**src/rtl/core/ecgpk_pkg.sv**
```systemverilog
package ecgpk_pkg;

    localparam int GUARD_BITS    = 8;
    localparam int ALPHA_BITS    = 17;
    localparam int ALPHA_FRAC    = 16;
    localparam int THR_BITS      = 16;
    localparam int CFG_DATA_BITS = 17;
    localparam int CFG_ADDR_BITS = 1;
    localparam int RATE_BITS     = 16;
    localparam int RATE_NUM_BITS = 34;

    localparam logic [ALPHA_BITS-1:0]    ALPHA_ONE   = 17'd65536;
    localparam logic [ALPHA_BITS-1:0]    ALPHA_RESET = 17'd6554;
    localparam logic [RATE_NUM_BITS-1:0] RATE_NUM    = 34'd15360000000;

    localparam logic [CFG_ADDR_BITS-1:0] CFG_ALPHA  = 1'd0;
    localparam logic [CFG_ADDR_BITS-1:0] CFG_THRESH = 1'd1;

    typedef struct packed {
        logic seed;
        logic last;
    } t_kind;

    typedef struct packed {
        logic busy;
        logic done;
    } t_div_status;

endpackage

```
**src/rtl/core/ecgpk_front.sv**
```systemverilog
module ecgpk_front #(
    parameter int AMP_BITS  = 16,
    parameter int TIME_BITS = 32
) (
    input  logic                 i_clk,
    input  logic                 i_rst_n,
    input  logic                 i_valid,
    output logic                 o_ready,
    input  logic [AMP_BITS-1:0]  i_amp,
    input  logic [TIME_BITS-1:0] i_time,
    input  logic                 i_last,
    output logic                 o_valid,
    input  logic                 i_pop,
    output logic [AMP_BITS-1:0]  o_amp,
    output logic [TIME_BITS-1:0] o_time,
    output ecgpk_pkg::t_kind     o_kind
);

    localparam int QDEPTH = 2;
    localparam int PTR_BITS = $clog2(QDEPTH);

    logic [AMP_BITS-1:0]   r_amp  [QDEPTH];
    logic [TIME_BITS-1:0]  r_time [QDEPTH];
    ecgpk_pkg::t_kind      r_kind [QDEPTH];
    logic [PTR_BITS-1:0]   r_wptr;
    logic [PTR_BITS-1:0]   r_rptr;
    logic [PTR_BITS:0]     r_count;
    logic                  r_in_record;
    logic                  n_push;
    logic                  n_pop;

    assign o_ready = (r_count < (PTR_BITS + 1)'(QDEPTH));
    assign o_valid = (r_count != '0);
    assign n_push  = i_valid && o_ready;
    assign n_pop   = i_pop && o_valid;
    assign o_amp   = r_amp[r_rptr];
    assign o_time  = r_time[r_rptr];
    assign o_kind  = r_kind[r_rptr];

    always_ff @(posedge i_clk) begin
        if (!i_rst_n) begin
            r_wptr      <= '0;
            r_rptr      <= '0;
            r_count     <= '0;
            r_in_record <= 1'b0;
        end else begin
            if (n_push) begin
                r_amp[r_wptr]       <= i_amp;
                r_time[r_wptr]      <= i_time;
                r_kind[r_wptr].seed <= !r_in_record;
                r_kind[r_wptr].last <= i_last;
                r_wptr              <= r_wptr + 1'b1;
                r_in_record         <= !i_last;
            end
            if (n_pop) begin
                r_rptr <= r_rptr + 1'b1;
            end
            case ({n_push, n_pop})
                2'b10:   r_count <= r_count + 1'b1;
                2'b01:   r_count <= r_count - 1'b1;
                default: r_count <= r_count;
            endcase
        end
    end

endmodule

```
**src/rtl/core/ecgpk_rate_div.sv**
```systemverilog
module ecgpk_rate_div #(
    parameter int NUM_BITS = 51,
    parameter int DEN_BITS = 32
) (
    input  logic                                i_clk,
    input  logic                                i_rst_n,
    input  logic                                i_start,
    input  logic [NUM_BITS-1:0]                 i_num,
    input  logic [DEN_BITS-1:0]                 i_den,
    output ecgpk_pkg::t_div_status              o_status,
    output logic [ecgpk_pkg::RATE_BITS-1:0]     o_quot
);

    localparam int QB     = ecgpk_pkg::RATE_BITS;
    localparam int HI_BITS = NUM_BITS - QB;
    localparam int CMP_BITS = (HI_BITS > DEN_BITS) ? HI_BITS : DEN_BITS;
    localparam int CNT_BITS = $clog2(QB + 1);

    logic                r_busy;
    logic                r_done;
    logic [CNT_BITS-1:0] r_cnt;
    logic [DEN_BITS-1:0] r_rem;
    logic [DEN_BITS-1:0] r_den;
    logic [QB-1:0]       r_low;
    logic [QB-1:0]       r_q;
    logic [CMP_BITS-1:0] n_hi;
    logic [CMP_BITS-1:0] n_den_ext;
    logic [DEN_BITS:0]   n_trial;
    logic                n_ge;

    assign n_hi      = CMP_BITS'(i_num[NUM_BITS-1:QB]);
    assign n_den_ext = CMP_BITS'(i_den);
    assign n_trial   = {r_rem, r_low[QB-1]};
    assign n_ge      = (n_trial >= {1'b0, r_den});

    assign o_status.busy = r_busy;
    assign o_status.done = r_done;
    assign o_quot        = r_q;

    always_ff @(posedge i_clk) begin
        if (!i_rst_n) begin
            r_busy <= 1'b0;
            r_done <= 1'b0;
            r_cnt  <= '0;
        end else begin
            r_done <= 1'b0;
            if (i_start) begin
                r_den <= i_den;
                r_low <= i_num[QB-1:0];
                if (n_hi >= n_den_ext) begin
                    r_q    <= '1;
                    r_done <= 1'b1;
                    r_busy <= 1'b0;
                end else begin
                    r_rem  <= n_hi[DEN_BITS-1:0];
                    r_q    <= '0;
                    r_cnt  <= CNT_BITS'(QB);
                    r_busy <= 1'b1;
                end
            end else if (r_busy) begin
                r_rem <= n_ge ? DEN_BITS'(n_trial - {1'b0, r_den}) : n_trial[DEN_BITS-1:0];
                r_q   <= {r_q[QB-2:0], n_ge};
                r_low <= {r_low[QB-2:0], 1'b0};
                r_cnt <= r_cnt - 1'b1;
                if (r_cnt == CNT_BITS'(1)) begin
                    r_busy <= 1'b0;
                    r_done <= 1'b1;
                end
            end
        end
    end

endmodule

```
**src/rtl/core/ecgpk_back.sv**
```systemverilog
module ecgpk_back #(
    parameter int AMP_BITS        = 16,
    parameter int TIME_BITS       = 32,
    parameter int PEAK_COUNT_BITS = 16
) (
    input  logic                                    i_clk,
    input  logic                                    i_rst_n,
    input  logic                                    i_cfg_we,
    input  logic [ecgpk_pkg::CFG_ADDR_BITS-1:0]     i_cfg_addr,
    input  logic [ecgpk_pkg::CFG_DATA_BITS-1:0]     i_cfg_data,
    input  logic                                    i_q_valid,
    output logic                                    o_q_pop,
    input  logic [AMP_BITS-1:0]                     i_q_amp,
    input  logic [TIME_BITS-1:0]                    i_q_time,
    input  ecgpk_pkg::t_kind                        i_q_kind,
    output logic                                    o_valid,
    input  logic                                    i_ready,
    output logic [AMP_BITS-1:0]                     o_famp,
    output logic                                    o_peak,
    output logic [TIME_BITS-1:0]                    o_ptime,
    output logic                                    o_rate_valid,
    output logic [ecgpk_pkg::RATE_BITS-1:0]         o_rate,
    output logic                                    o_last
);

    localparam int GB        = ecgpk_pkg::GUARD_BITS;
    localparam int AB        = ecgpk_pkg::ALPHA_BITS;
    localparam int AF        = ecgpk_pkg::ALPHA_FRAC;
    localparam int TB        = ecgpk_pkg::THR_BITS;
    localparam int RB        = ecgpk_pkg::RATE_BITS;
    localparam int ACC_BITS  = AMP_BITS + GB;
    localparam int DIFF_BITS = ACC_BITS + 1;
    localparam int PROD_BITS = DIFF_BITS + AB + 1;
    localparam int CMP_BITS  = ((ACC_BITS > TB + GB) ? ACC_BITS : TB + GB) + 1;
    localparam int MUL_BITS  = ecgpk_pkg::RATE_NUM_BITS + PEAK_COUNT_BITS;
    localparam int NUM_BITS  = ((MUL_BITS > TIME_BITS) ? MUL_BITS : TIME_BITS) + 1;

    typedef enum logic [2:0] {
        S_IDLE,
        S_MUL,
        S_UPD,
        S_RATE,
        S_DIV,
        S_OUT
    } t_state;

    t_state                         r_state;
    logic [AB-1:0]                  r_alpha;
    logic signed [TB-1:0]           r_thr;
    logic signed [ACC_BITS-1:0]     r_x;
    logic [TIME_BITS-1:0]           r_time;
    ecgpk_pkg::t_kind               r_kind;
    logic signed [DIFF_BITS-1:0]    r_diff;
    logic signed [PROD_BITS-1:0]    r_prod;
    logic signed [ACC_BITS-1:0]     r_acc;
    logic signed [ACC_BITS-1:0]     r_prev1;
    logic signed [ACC_BITS-1:0]     r_prev2;
    logic [TIME_BITS-1:0]           r_tprev1;
    logic [1:0]                     r_seen;
    logic [PEAK_COUNT_BITS-1:0]     r_pcount;
    logic [TIME_BITS-1:0]           r_tfirst;
    logic [TIME_BITS-1:0]           r_tlast;
    logic [NUM_BITS-1:0]            r_num;
    logic [AMP_BITS-1:0]            r_famp;
    logic                           r_pk;
    logic [TIME_BITS-1:0]           r_pt;
    logic                           r_rv;
    logic [RB-1:0]                  r_rate;
    logic                           r_rlast;
    logic                           r_ovalid;
    logic [AMP_BITS-1:0]            r_o_famp;
    logic                           r_o_peak;
    logic [TIME_BITS-1:0]           r_o_ptime;
    logic                           r_o_rv;
    logic [RB-1:0]                  r_o_rate;
    logic                           r_o_last;

    logic [AB-1:0]                  n_alpha;
    logic signed [ACC_BITS-1:0]     n_x;
    logic signed [DIFF_BITS-1:0]    n_diff;
    logic signed [PROD_BITS-1:0]    n_rnd;
    logic signed [PROD_BITS-1:0]    n_step;
    logic signed [ACC_BITS-1:0]     n_acc;
    logic signed [CMP_BITS-1:0]     n_thr;
    logic signed [CMP_BITS-1:0]     n_prev1;
    logic                           n_peak;
    logic [PEAK_COUNT_BITS-1:0]     n_pcount;
    logic signed [ACC_BITS:0]       n_fr;
    logic signed [AMP_BITS:0]       n_fq;
    logic [AMP_BITS-1:0]            n_famp;
    logic [TIME_BITS-1:0]           n_span;
    logic [NUM_BITS-1:0]            n_div_num;
    logic                           n_out_load;
    ecgpk_pkg::t_div_status         w_div_sts;
    logic [RB-1:0]                  w_div_q;

    always_comb begin
        n_alpha = (r_alpha > ecgpk_pkg::ALPHA_ONE) ? ecgpk_pkg::ALPHA_ONE : r_alpha;
        n_x     = $signed({i_q_amp, {GB{1'b0}}});
        n_diff  = DIFF_BITS'(n_x) - DIFF_BITS'(r_acc);
        n_rnd   = r_prod + PROD_BITS'(1 << (AF - 1));
        n_step  = n_rnd >>> AF;
        n_acc   = r_kind.seed ? r_x : r_acc + ACC_BITS'(n_step);
        n_thr   = CMP_BITS'($signed({r_thr, {GB{1'b0}}}));
        n_prev1 = CMP_BITS'(r_prev1);
        n_peak  = (r_seen == 2'd2) && (r_prev1 > r_prev2) && (r_prev1 > n_acc)
                  && (n_prev1 > n_thr);
        n_pcount = (n_peak && (r_pcount != '1)) ? r_pcount + 1'b1 : r_pcount;
        n_fr    = (ACC_BITS + 1)'(n_acc) + (ACC_BITS + 1)'(1 << (GB - 1));
        n_fq    = n_fr[ACC_BITS:GB];
        if (n_fq[AMP_BITS] != n_fq[AMP_BITS-1]) begin
            n_famp = {n_fq[AMP_BITS], {(AMP_BITS - 1){!n_fq[AMP_BITS]}}};
        end else begin
            n_famp = n_fq[AMP_BITS-1:0];
        end
        n_span    = r_tlast - r_tfirst;
        n_div_num = r_num + NUM_BITS'(n_span >> 1);
        n_out_load = (r_state == S_OUT) && (!r_ovalid || i_ready);
    end

    assign o_q_pop      = (r_state == S_IDLE);
    assign o_valid      = r_ovalid;
    assign o_famp       = r_o_famp;
    assign o_peak       = r_o_peak;
    assign o_ptime      = r_o_ptime;
    assign o_rate_valid = r_o_rv;
    assign o_rate       = r_o_rate;
    assign o_last       = r_o_last;

    ecgpk_rate_div #(
        .NUM_BITS (NUM_BITS),
        .DEN_BITS (TIME_BITS)
    ) u_div (
        .i_clk    (i_clk),
        .i_rst_n  (i_rst_n),
        .i_start  (r_state == S_RATE),
        .i_num    (n_div_num),
        .i_den    (n_span),
        .o_status (w_div_sts),
        .o_quot   (w_div_q)
    );

    always_ff @(posedge i_clk) begin
        if (!i_rst_n) begin
            r_state  <= S_IDLE;
            r_alpha  <= ecgpk_pkg::ALPHA_RESET;
            r_thr    <= '0;
            r_ovalid <= 1'b0;
            r_acc    <= '0;
            r_prev1  <= '0;
            r_prev2  <= '0;
            r_tprev1 <= '0;
            r_seen   <= '0;
            r_pcount <= '0;
            r_tfirst <= '0;
            r_tlast  <= '0;
            r_num    <= '0;
        end else begin
            if (i_cfg_we) begin
                case (i_cfg_addr)
                    ecgpk_pkg::CFG_ALPHA:  r_alpha <= i_cfg_data[AB-1:0];
                    ecgpk_pkg::CFG_THRESH: r_thr   <= $signed(i_cfg_data[TB-1:0]);
                    default:               r_alpha <= r_alpha;
                endcase
            end
            if (n_out_load) begin
                r_ovalid <= 1'b1;
            end else if (r_ovalid && i_ready) begin
                r_ovalid <= 1'b0;
            end
            case (r_state)
                S_IDLE: begin
                    if (i_q_valid) begin
                        r_x     <= n_x;
                        r_time  <= i_q_time;
                        r_kind  <= i_q_kind;
                        r_diff  <= n_diff;
                        r_state <= S_MUL;
                    end
                end
                S_MUL: begin
                    r_prod  <= PROD_BITS'(r_diff) * PROD_BITS'($signed({1'b0, n_alpha}));
                    r_state <= S_UPD;
                end
                S_UPD: begin
                    r_acc    <= n_acc;
                    r_prev1  <= n_acc;
                    r_prev2  <= r_prev1;
                    r_tprev1 <= r_time;
                    if (r_seen != 2'd2) begin
                        r_seen <= r_seen + 1'b1;
                    end
                    if (n_peak) begin
                        if (r_pcount == '0) begin
                            r_tfirst <= r_tprev1;
                        end
                        r_tlast <= r_tprev1;
                        if ((r_pcount != '0) && (r_pcount != '1)) begin
                            r_num <= r_num + NUM_BITS'(ecgpk_pkg::RATE_NUM);
                        end
                    end
                    r_pcount <= n_pcount;
                    r_famp   <= n_famp;
                    r_pk     <= n_peak;
                    r_pt     <= n_peak ? r_tprev1 : '0;
                    r_rlast  <= r_kind.last;
                    r_rv     <= r_kind.last && (n_pcount >= PEAK_COUNT_BITS'(2));
                    r_rate   <= '0;
                    r_state  <= (r_kind.last && (n_pcount >= PEAK_COUNT_BITS'(2)))
                                ? S_RATE : S_OUT;
                end
                S_RATE: begin
                    r_state <= S_DIV;
                end
                S_DIV: begin
                    if (w_div_sts.done) begin
                        r_rate  <= w_div_q;
                        r_state <= S_OUT;
                    end
                end
                S_OUT: begin
                    if (n_out_load) begin
                        r_o_famp  <= r_famp;
                        r_o_peak  <= r_pk;
                        r_o_ptime <= r_pt;
                        r_o_rv    <= r_rv;
                        r_o_rate  <= r_rate;
                        r_o_last  <= r_rlast;
                        if (r_rlast) begin
                            r_acc    <= '0;
                            r_prev1  <= '0;
                            r_prev2  <= '0;
                            r_tprev1 <= '0;
                            r_seen   <= '0;
                            r_pcount <= '0;
                            r_tfirst <= '0;
                            r_tlast  <= '0;
                            r_num    <= '0;
                        end
                        r_state <= S_IDLE;
                    end
                end
                default: r_state <= S_IDLE;
            endcase
        end
    end

endmodule

```
**src/rtl/core/ecg_ema_peak_heart_rate_unit.sv**
```systemverilog
// ECG low-pass filter, peak detector and heart-rate estimator.
// Slave stream: one beat per sample; tdata carries amplitude and timestamp,
// tlast marks the final sample of a record.
// Master stream: one beat per sample; tdata carries filtered amplitude, the
// time of a peak found on the previous sample and the rate in Q8.8 bpm;
// tuser flags peak found and rate valid; tlast marks the record end.
// Configuration: write alpha (index 0) or threshold (index 1) while idle.
// An ordinary sample passes the filter steps subtract, multiply, update and
// output load in that order. A final sample with two or more peaks also
// passes a rate step and the one-bit-per-cycle rate divider before its
// output load.
// The core ends one sample before it pops the next. A two-deep input queue
// takes beats while the core works; the output register holds a result while
// the receiver stalls, so the core waits in its output step until it is taken.
// Reset (synchronous, active low) clears the queue, the record state and the
// output valid, and loads alpha 6554 and threshold 0.
module ecg_ema_peak_heart_rate_unit #(
    parameter int AMP_BITS        = 16,
    parameter int TIME_BITS       = 32,
    parameter int PEAK_COUNT_BITS = 16
) (
    input  logic                                        i_clk,
    input  logic                                        i_rst_n,
    input  logic                                        i_cfg_we,
    input  logic [ecgpk_pkg::CFG_ADDR_BITS-1:0]         i_cfg_addr,
    input  logic [ecgpk_pkg::CFG_DATA_BITS-1:0]         i_cfg_data,
    input  logic                                        s_axis_tvalid,
    output logic                                        s_axis_tready,
    // sample_amp, sample_time_us
    input  logic [((AMP_BITS + TIME_BITS + 7) / 8) * 8 - 1:0] s_axis_tdata,
    input  logic                                        s_axis_tlast,
    output logic                                        m_axis_tvalid,
    input  logic                                        m_axis_tready,
    // filtered_amp, peak_time_us, rate_bpm_q8
    output logic [((AMP_BITS + TIME_BITS + ecgpk_pkg::RATE_BITS + 7) / 8) * 8 - 1:0]
                                                        m_axis_tdata,
    // peak_found, rate_valid
    output logic [1:0]                                  m_axis_tuser,
    output logic                                        m_axis_tlast
);

    localparam int OUT_BITS = AMP_BITS + TIME_BITS + ecgpk_pkg::RATE_BITS;
    localparam int OUT_DATA_BITS = ((OUT_BITS + 7) / 8) * 8;

    logic                               w_q_valid;
    logic                               w_q_pop;
    logic [AMP_BITS-1:0]                w_q_amp;
    logic [TIME_BITS-1:0]               w_q_time;
    ecgpk_pkg::t_kind                   w_q_kind;
    logic [AMP_BITS-1:0]                w_famp;
    logic                               w_peak;
    logic [TIME_BITS-1:0]               w_ptime;
    logic                               w_rv;
    logic [ecgpk_pkg::RATE_BITS-1:0]    w_rate;

    ecgpk_front #(
        .AMP_BITS  (AMP_BITS),
        .TIME_BITS (TIME_BITS)
    ) u_front (
        .i_clk   (i_clk),
        .i_rst_n (i_rst_n),
        .i_valid (s_axis_tvalid),
        .o_ready (s_axis_tready),
        .i_amp   (s_axis_tdata[AMP_BITS-1:0]),
        .i_time  (s_axis_tdata[AMP_BITS+TIME_BITS-1:AMP_BITS]),
        .i_last  (s_axis_tlast),
        .o_valid (w_q_valid),
        .i_pop   (w_q_pop),
        .o_amp   (w_q_amp),
        .o_time  (w_q_time),
        .o_kind  (w_q_kind)
    );

    ecgpk_back #(
        .AMP_BITS        (AMP_BITS),
        .TIME_BITS       (TIME_BITS),
        .PEAK_COUNT_BITS (PEAK_COUNT_BITS)
    ) u_back (
        .i_clk        (i_clk),
        .i_rst_n      (i_rst_n),
        .i_cfg_we     (i_cfg_we),
        .i_cfg_addr   (i_cfg_addr),
        .i_cfg_data   (i_cfg_data),
        .i_q_valid    (w_q_valid),
        .o_q_pop      (w_q_pop),
        .i_q_amp      (w_q_amp),
        .i_q_time     (w_q_time),
        .i_q_kind     (w_q_kind),
        .o_valid      (m_axis_tvalid),
        .i_ready      (m_axis_tready),
        .o_famp       (w_famp),
        .o_peak       (w_peak),
        .o_ptime      (w_ptime),
        .o_rate_valid (w_rv),
        .o_rate       (w_rate),
        .o_last       (m_axis_tlast)
    );

    assign m_axis_tdata = OUT_DATA_BITS'({w_rate, w_ptime, w_famp});
    assign m_axis_tuser = {w_rv, w_peak};

endmodule

```
**config.mk**
```make
export PLATFORM = sky130hd
export DESIGN_NAME = ecg_ema_peak_heart_rate_unit
export DESIGN_NICKNAME = d
export VERILOG_FILES = /design/src/rtl/core/ecgpk_pkg.sv /design/src/rtl/core/ecgpk_front.sv /design/src/rtl/core/ecgpk_rate_div.sv /design/src/rtl/core/ecgpk_back.sv /design/src/rtl/core/ecg_ema_peak_heart_rate_unit.sv
export SDC_FILE = /design/constraint.sdc
export NUM_CORES = 2
export LEC_CHECK = 0
export BUFFER_PORTS_ARGS = -buffer_cell sky130_fd_sc_hd__buf_2
export CORE_ASPECT_RATIO = 1.4
export CORE_MARGIN = 3
export CORE_UTILIZATION = 28
export DETAILED_ROUTE_END_ITERATION = 8
export PLACE_DENSITY = 0.53
export SLEW_MARGIN = 5
export SYNTH_ARGS = -nofsm -noshare
export SYNTH_HDL_FRONTEND = slang
export SYNTH_SLANG_ARGS = --single-unit
```
**constraint.sdc**
```tcl
create_clock -name i_clk -period 16.8 [get_ports i_clk]
set_input_delay 5.04 -clock i_clk [delete_from_list [all_inputs] [get_ports i_clk]]
set_output_delay 5.04 -clock i_clk [all_outputs]
set_load 0.005 [all_outputs]
```
== Word level (Yosys, flattened, before mapping) ==
Memories as Yosys holds them, arrays and structs flattened. A register that Yosys moved wholly into a read port is not among the register bits.
Cells that the tools add are included.
Word-level totals
  register bits: 573
  RAM bits: 100
  input bits: 72
  memories: 3
Cells by class
  $add $sub $neg: 15
  $mul: 1
  magnitude comparators: 8
  eq/ne operators: 21
  mux-type cells: 63
  bitwise gates (word level): 1
  reductions and logical operators: 41
Memories
  u_front.r_time: words 2, width 32, read ports 1, clocked after Yosys merged registers in 1, wr ports 1, line ecgpk_front.sv:23  | logic [TIME_BITS-1:0] r_time [QDEPTH];
  u_front.r_amp: words 2, width 16, read ports 1, clocked after Yosys merged registers in 1, wr ports 1, line ecgpk_front.sv:22  | logic [AMP_BITS-1:0] r_amp [QDEPTH];
  u_front.r_kind: words 2, width 2, read ports 1, clocked after Yosys merged registers in 1, wr ports 1, line ecgpk_front.sv:24  | ecgpk_pkg::t_kind r_kind [QDEPTH];
Operator list (count)
  2-to-1 mux 32 bit: 9
  2-to-1 mux 51 bit: 4
  case mux 32 bit (2 select lines): 3
  2-to-1 mux 16 bit: 10
  case mux 51 bit (2 select lines): 1
  case mux 24 bit (2 select lines): 2
  > comparator 24 bit: 3
  2-to-1 mux 24 bit: 3
  case mux 16 bit (2 select lines): 2
  subtractor 32 bit: 2
  adder 51 x 31 -> 51 bit: 1
  adder 51 x 34 -> 51 bit, second input constant: 1
  adder 40 x 17 -> 40 bit, second input constant: 1
  multiplier 25 x 18 -> 40 bit: 1
  >= comparator 35 x 32 -> 1 bit: 1
  >= comparator 33 x 32 -> 1 bit: 1
  adder 24 x 9 -> 25 bit, second input constant: 1
  subtractor 24 x 24 -> 25 bit: 1
  adder 24 bit: 1
  case mux 3 bit (6 select lines): 1
  AND reduction 3 bit: 6
  > comparator 17 bit, second input constant: 1
  2-to-1 mux 17 bit: 1
  adder 16 x 1 -> 16 bit, second input constant: 1
  other kinds (32): 92

== Longest topological paths before layout ==
  depth after elaboration: 12
  depth in mapped cells: 43

== Cells and area by module ==
From an unflattened synthesis, not the netlist that was laid out.
Second synthesis, totals
  cell total of the unflattened synthesis: 4930
  area, all modules: 48874.4 um^2
By module, submodules not included
  ecgpk_back: instances 1, cells an instance 4042, area each 38020.2 um^2
  ecgpk_rate_div: instances 1, cells an instance 701, area each 6974.2 um^2
  ecgpk_front: instances 1, cells an instance 185, area each 3865.0 um^2
  ecg_ema_peak_heart_rate_unit: instances 1, cells an instance 2, area each 15.0 um^2

== Worst setup path after synthesis ==
Ideal clock, no wire load.
  kind: in2reg
  start: input i_rst_n
  end: memory u_front.r_amp[0][0] (enable)
  arrival: 9059 ps
  data required time: 16281 ps
  path slack: 7222 ps
  cell stages on the path: 4
  path through: clkbuf_1 -> inv_2 -> clkbuf_1 -> nor3_1
On the way
  word-level cells in the longest chain between the ends: 2
RTL lines
  start, declared: line ecg_ema_peak_heart_rate_unit.sv:23  | input logic i_rst_n,
  2-to-1 mux 1 bit: line ecgpk_front.sv:41  | if (!i_rst_n) begin
  2-to-1 mux 1 bit (implied by the code): line ecgpk_front.sv:48  | r_amp[r_wptr] <= i_amp;
  end, declared: line ecgpk_front.sv:22
Every way passes these cells.

== Worst setup path after layout ==
  start: register u_back.r_tlast[0]
  end: register u_back.u_div.r_rem[11] (enable)
On the way
  word-level cells in the longest chain between the ends: 5
RTL lines
  start, declared: line ecgpk_back.sv:62  | logic [TIME_BITS-1:0] r_tlast;
  start signal, assigned: line ecgpk_back.sv:197  | r_tlast <= r_tprev1;
  subtractor 32 bit (*): line ecgpk_back.sv:116  | n_span = r_tlast - r_tfirst;
  via u_back.n_span[24]: line ecgpk_back.sv:91  | logic [TIME_BITS-1:0] n_span;
  adder 51 x 31 -> 51 bit: line ecgpk_back.sv:117  | n_div_num = r_num + NUM_BITS'(n_span >> 1);
  >= comparator 35 x 32 -> 1 bit (*): line ecgpk_rate_div.sv:50  | if (n_hi >= n_den_ext) begin
  inequality test 2 bit (no source line) (*)
  AND reduction 3 bit (no source line) (*)
  end signal, assigned: line ecgpk_rate_div.sv:55  | r_rem <= n_hi[DEN_BITS-1:0];
  end signal, assigned: line ecgpk_rate_div.sv:61  | r_rem <= n_ge ? DEN_BITS'(n_trial - {1'b0, r_den}) : n_trial[DEN_BITS-1:0];
  end, declared: line ecgpk_rate_div.sv:22  | logic [DEN_BITS-1:0] r_rem;
The timed path passes the listed nets; every way through them passes the cells marked *.
A chain may end at the register's enable or synchronous reset.

==> impl_metrics.env <==
export IMPL_place_port_buffers=140
export IMPL_initial_core_util_pct=28.19
export IMPL_dieArea_um2=178400
export IMPL_drv_slew=0
export IMPL_wl_met2_um=68150
export IMPL_synthTopCellsByCount="772 x inv_1, 644 x nand2_1, 430 x edfxtp_1"
export IMPL_placed_area_um2=51830
export IMPL_first_pass_iters=6
export IMPL_crit_family="compound AO/OA/AOI/OAI gates"
export IMPL_final_setup_worst_slack_ns=6.598
export IMPL_crit_fanout=32
export IMPL_ctsLongestPathBuffers=3
export IMPL_first_global_vias=36360
export IMPL_globalplace_congestion=0.8864
export IMPL_cts_resized=0
export IMPL_start_kind="flip-flop"
export IMPL_hp_class="reg2reg"
export IMPL_track_usage_pct=15.29
export IMPL_multiInputGateArea_um2=27010
export IMPL_placementRows=180
export IMPL_drive_gt1_share_pct=8.761
export IMPL_grt_pass1_wl_um=211200
export IMPL_synth_distinct_cells=85
export IMPL_pin_count=141
export IMPL_synth_top_cell_by_area="edfxtp_1"
export IMPL_syn_instance_count=4964
export IMPL_critical_path_buf_inv_count=3
export IMPL_top_layer="met5"
export IMPL_finalCriticalPeriod_ns=10.20
export IMPL_fp_dieH_um=498.5
export IMPL_syn_area_per_cell_um2=9.773
export IMPL_ant_nets=0
export IMPL_wl_per_cell_um=18.57
export IMPL_holdWs_ns=0.4117
export IMPL_synth_seq_cells=677
export IMPL_seqCellArea_um2=17860
export IMPL_setup_violations=0
export IMPL_fin_area_um2=54580
export IMPL_final_fill_count=17833
export IMPL_clock_skew_ns=0.03164
export IMPL_crit_path_max_incr_delay_ns=0.64
export IMPL_coreArea_um2=172100
export IMPL_h_tree_depth=3
export IMPL_ys_warn_count=0
export IMPL_clock_sinks=677
export IMPL_dieWidth_um=357.8
export IMPL_tns_ns=0
export IMPL_grt_max_degree=76
export IMPL_post_cts_buffers=0
export IMPL_slew_headroom_pct=20.11
export IMPL_rsz0062_at_grt="false"
export IMPL_synth_top_area_share_pct=26.62
export IMPL_outcome="completed"
export IMPL_vias=34859
export IMPL_synthFlopType="edfxtp_1"
export IMPL_slowest_stage="and2_1"
export IMPL_clock_root_buffer="clkbuf_16"
export IMPL_area_delta_synth_final_pct=12.51
export IMPL_cts_clk_slew_worst_paths_ns=0.06
export IMPL_worst_slew_pin_slew_ns=1.196
export IMPL_ys_seq_area_share_pct=36.81
export IMPL_synth_edf_count=430
export IMPL_cp_common_cell="a21o_1"
export IMPL_layout_nets=5822
export IMPL_drc=0
export IMPL_cts_buffers=79
export IMPL_antenna_found_initial=11
export IMPL_detail_route_iter0_violations=1825
export IMPL_antennaDiodeCount=0
export IMPL_worstSetupPathType="reg2reg"
export IMPL_routed_wl_um=137000
export IMPL_required_ns=17.12
export IMPL_synth_area_leaders="edfxtp_1 27%, fa_1 16%, dfxtp_1 10%"
export IMPL_hold_viol_final=0
export IMPL_syn_cell_area_um2=48510
export IMPL_synth_most_common_cell="inv_1"
export IMPL_viasPerCell=4.725
export IMPL_worstSkewPairLatency_ns=0.68
export IMPL_synth_nets=5750
export IMPL_async_flop_share_pct=0
export IMPL_fmax_mhz=98.02
export IMPL_grt_overflow_total=0
export IMPL_crit_arrival_ns=10.52
export IMPL_preCtsSetupSlack_ns=6.672
export IMPL_met1_length_um=58320
export IMPL_hpwlAfterDp_um=103900
export IMPL_cap_viol_max_count=0
export IMPL_period_share_pct=60.73
export IMPL_cp_end_kind="flip-flop"
export IMPL_hold_buffers=0
export IMPL_tritoncts="built"
export IMPL_met3RoutedLength_um=5932
[sequential cells by signal, summed over array words and instances (netlist names), 24 cells and up, named ones only]
register	cells
u_front.r_time	64
u_back.r_num	35
u_back.o_ptime	32
u_back.r_pt	32
u_back.r_tfirst	32
u_back.r_time	32
u_back.r_tlast	32
u_back.r_tprev1	32
u_back.u_div.r_den	32
u_back.u_div.r_rem	32
u_front.r_amp	32
u_back.r_diff	25
u_back.r_prod	25
u_back.r_acc	24
u_back.r_prev2	24
[metrics by stage]
step / util [%] / instances
after floorplan: - / 4964
after global placement: 30.12 / 7230
after detailed placement: 30.12 / 7230
after CTS: 31.72 / 7377
after global routing: 31.72 / 7377
final: 31.72 / 7377
[cells in the final DEF, fill, tap and decap left out, types with 37 or more instances in the layout]
master     count
nor3_1        64
clkbuf_16     83
buf_4         68
edfxtp_1     430
and2_1       167
xnor2_1      167
nand2_1      641
ha_1         317
o21ai_0      139
nand4_1       72
inv_1        771
nand3_1      101
xor2_1        65
nor2b_1       49
dfxtp_1      246
a21o_1        69
buf_2        140
fa_1         397
a22o_1        37
a21oi_1      237
nor2_1       221
o22ai_1       39
mux2_2        65
[worst paths after layout]
path,cells after the start,endpoint,slack [ns],startpoint
max,43,u_back.u_div.r_rem[11]$_DFFE_PP_,6.60,u_back.r_tlast[0]$_SDFFE_PN0P_
min,0,u_back.o_famp[11]$_DFFE_PP_,0.41,u_back.r_famp[11]$_DFFE_PP_
max reg2reg,43,u_back.u_div.r_rem[11]$_DFFE_PP_,6.60,u_back.r_tlast[0]$_SDFFE_PN0P_
min reg2reg,0,u_back.o_famp[11]$_DFFE_PP_,0.41,u_back.r_famp[11]$_DFFE_PP_
[layer usage]
metal / vias to the layer above / track usage [%]
li1: 16645 / -
met1: 17254 / 18.93
met2: 730 / 26.94
met3: 222 / 2.142
met4: 8 / 5.425
met5: - / 0
[cell families (layout without fill, tap and decap cells)]
family / count (synthesis) / in the layout / share of synthesized area [%]
and+or+nand+nor: 1509 / 1509 / 14.81
buffers and inverters: 990 / 1128 / 7.701
AOI/OAI and AO/OA: 754 / 754 / 9.956
adders and majority gates: 715 / 715 / 24.58
DFF: 677 / 677 / 36.81
xor gates and xnor gates: 232 / 232 / 4.189
muxes: 86 / 86 / 1.942
other: 1 / 1 / 0.007730
[cell type report]
cell class                      instances  area share [%]
Inverter                              773           5.325
Sequential cell                       677           32.72
Timing Repair Buffer                  208           2.219
Clock inverter                         50           1.068
Multi-Input combinational cell       3297           49.48
Tap cell                             2275           5.215
Clock buffer                           97           3.975
Power is left out: the tool's default activity adds up to more than one toggle a clock period on the data nets, which glitch-free logic cannot reach.
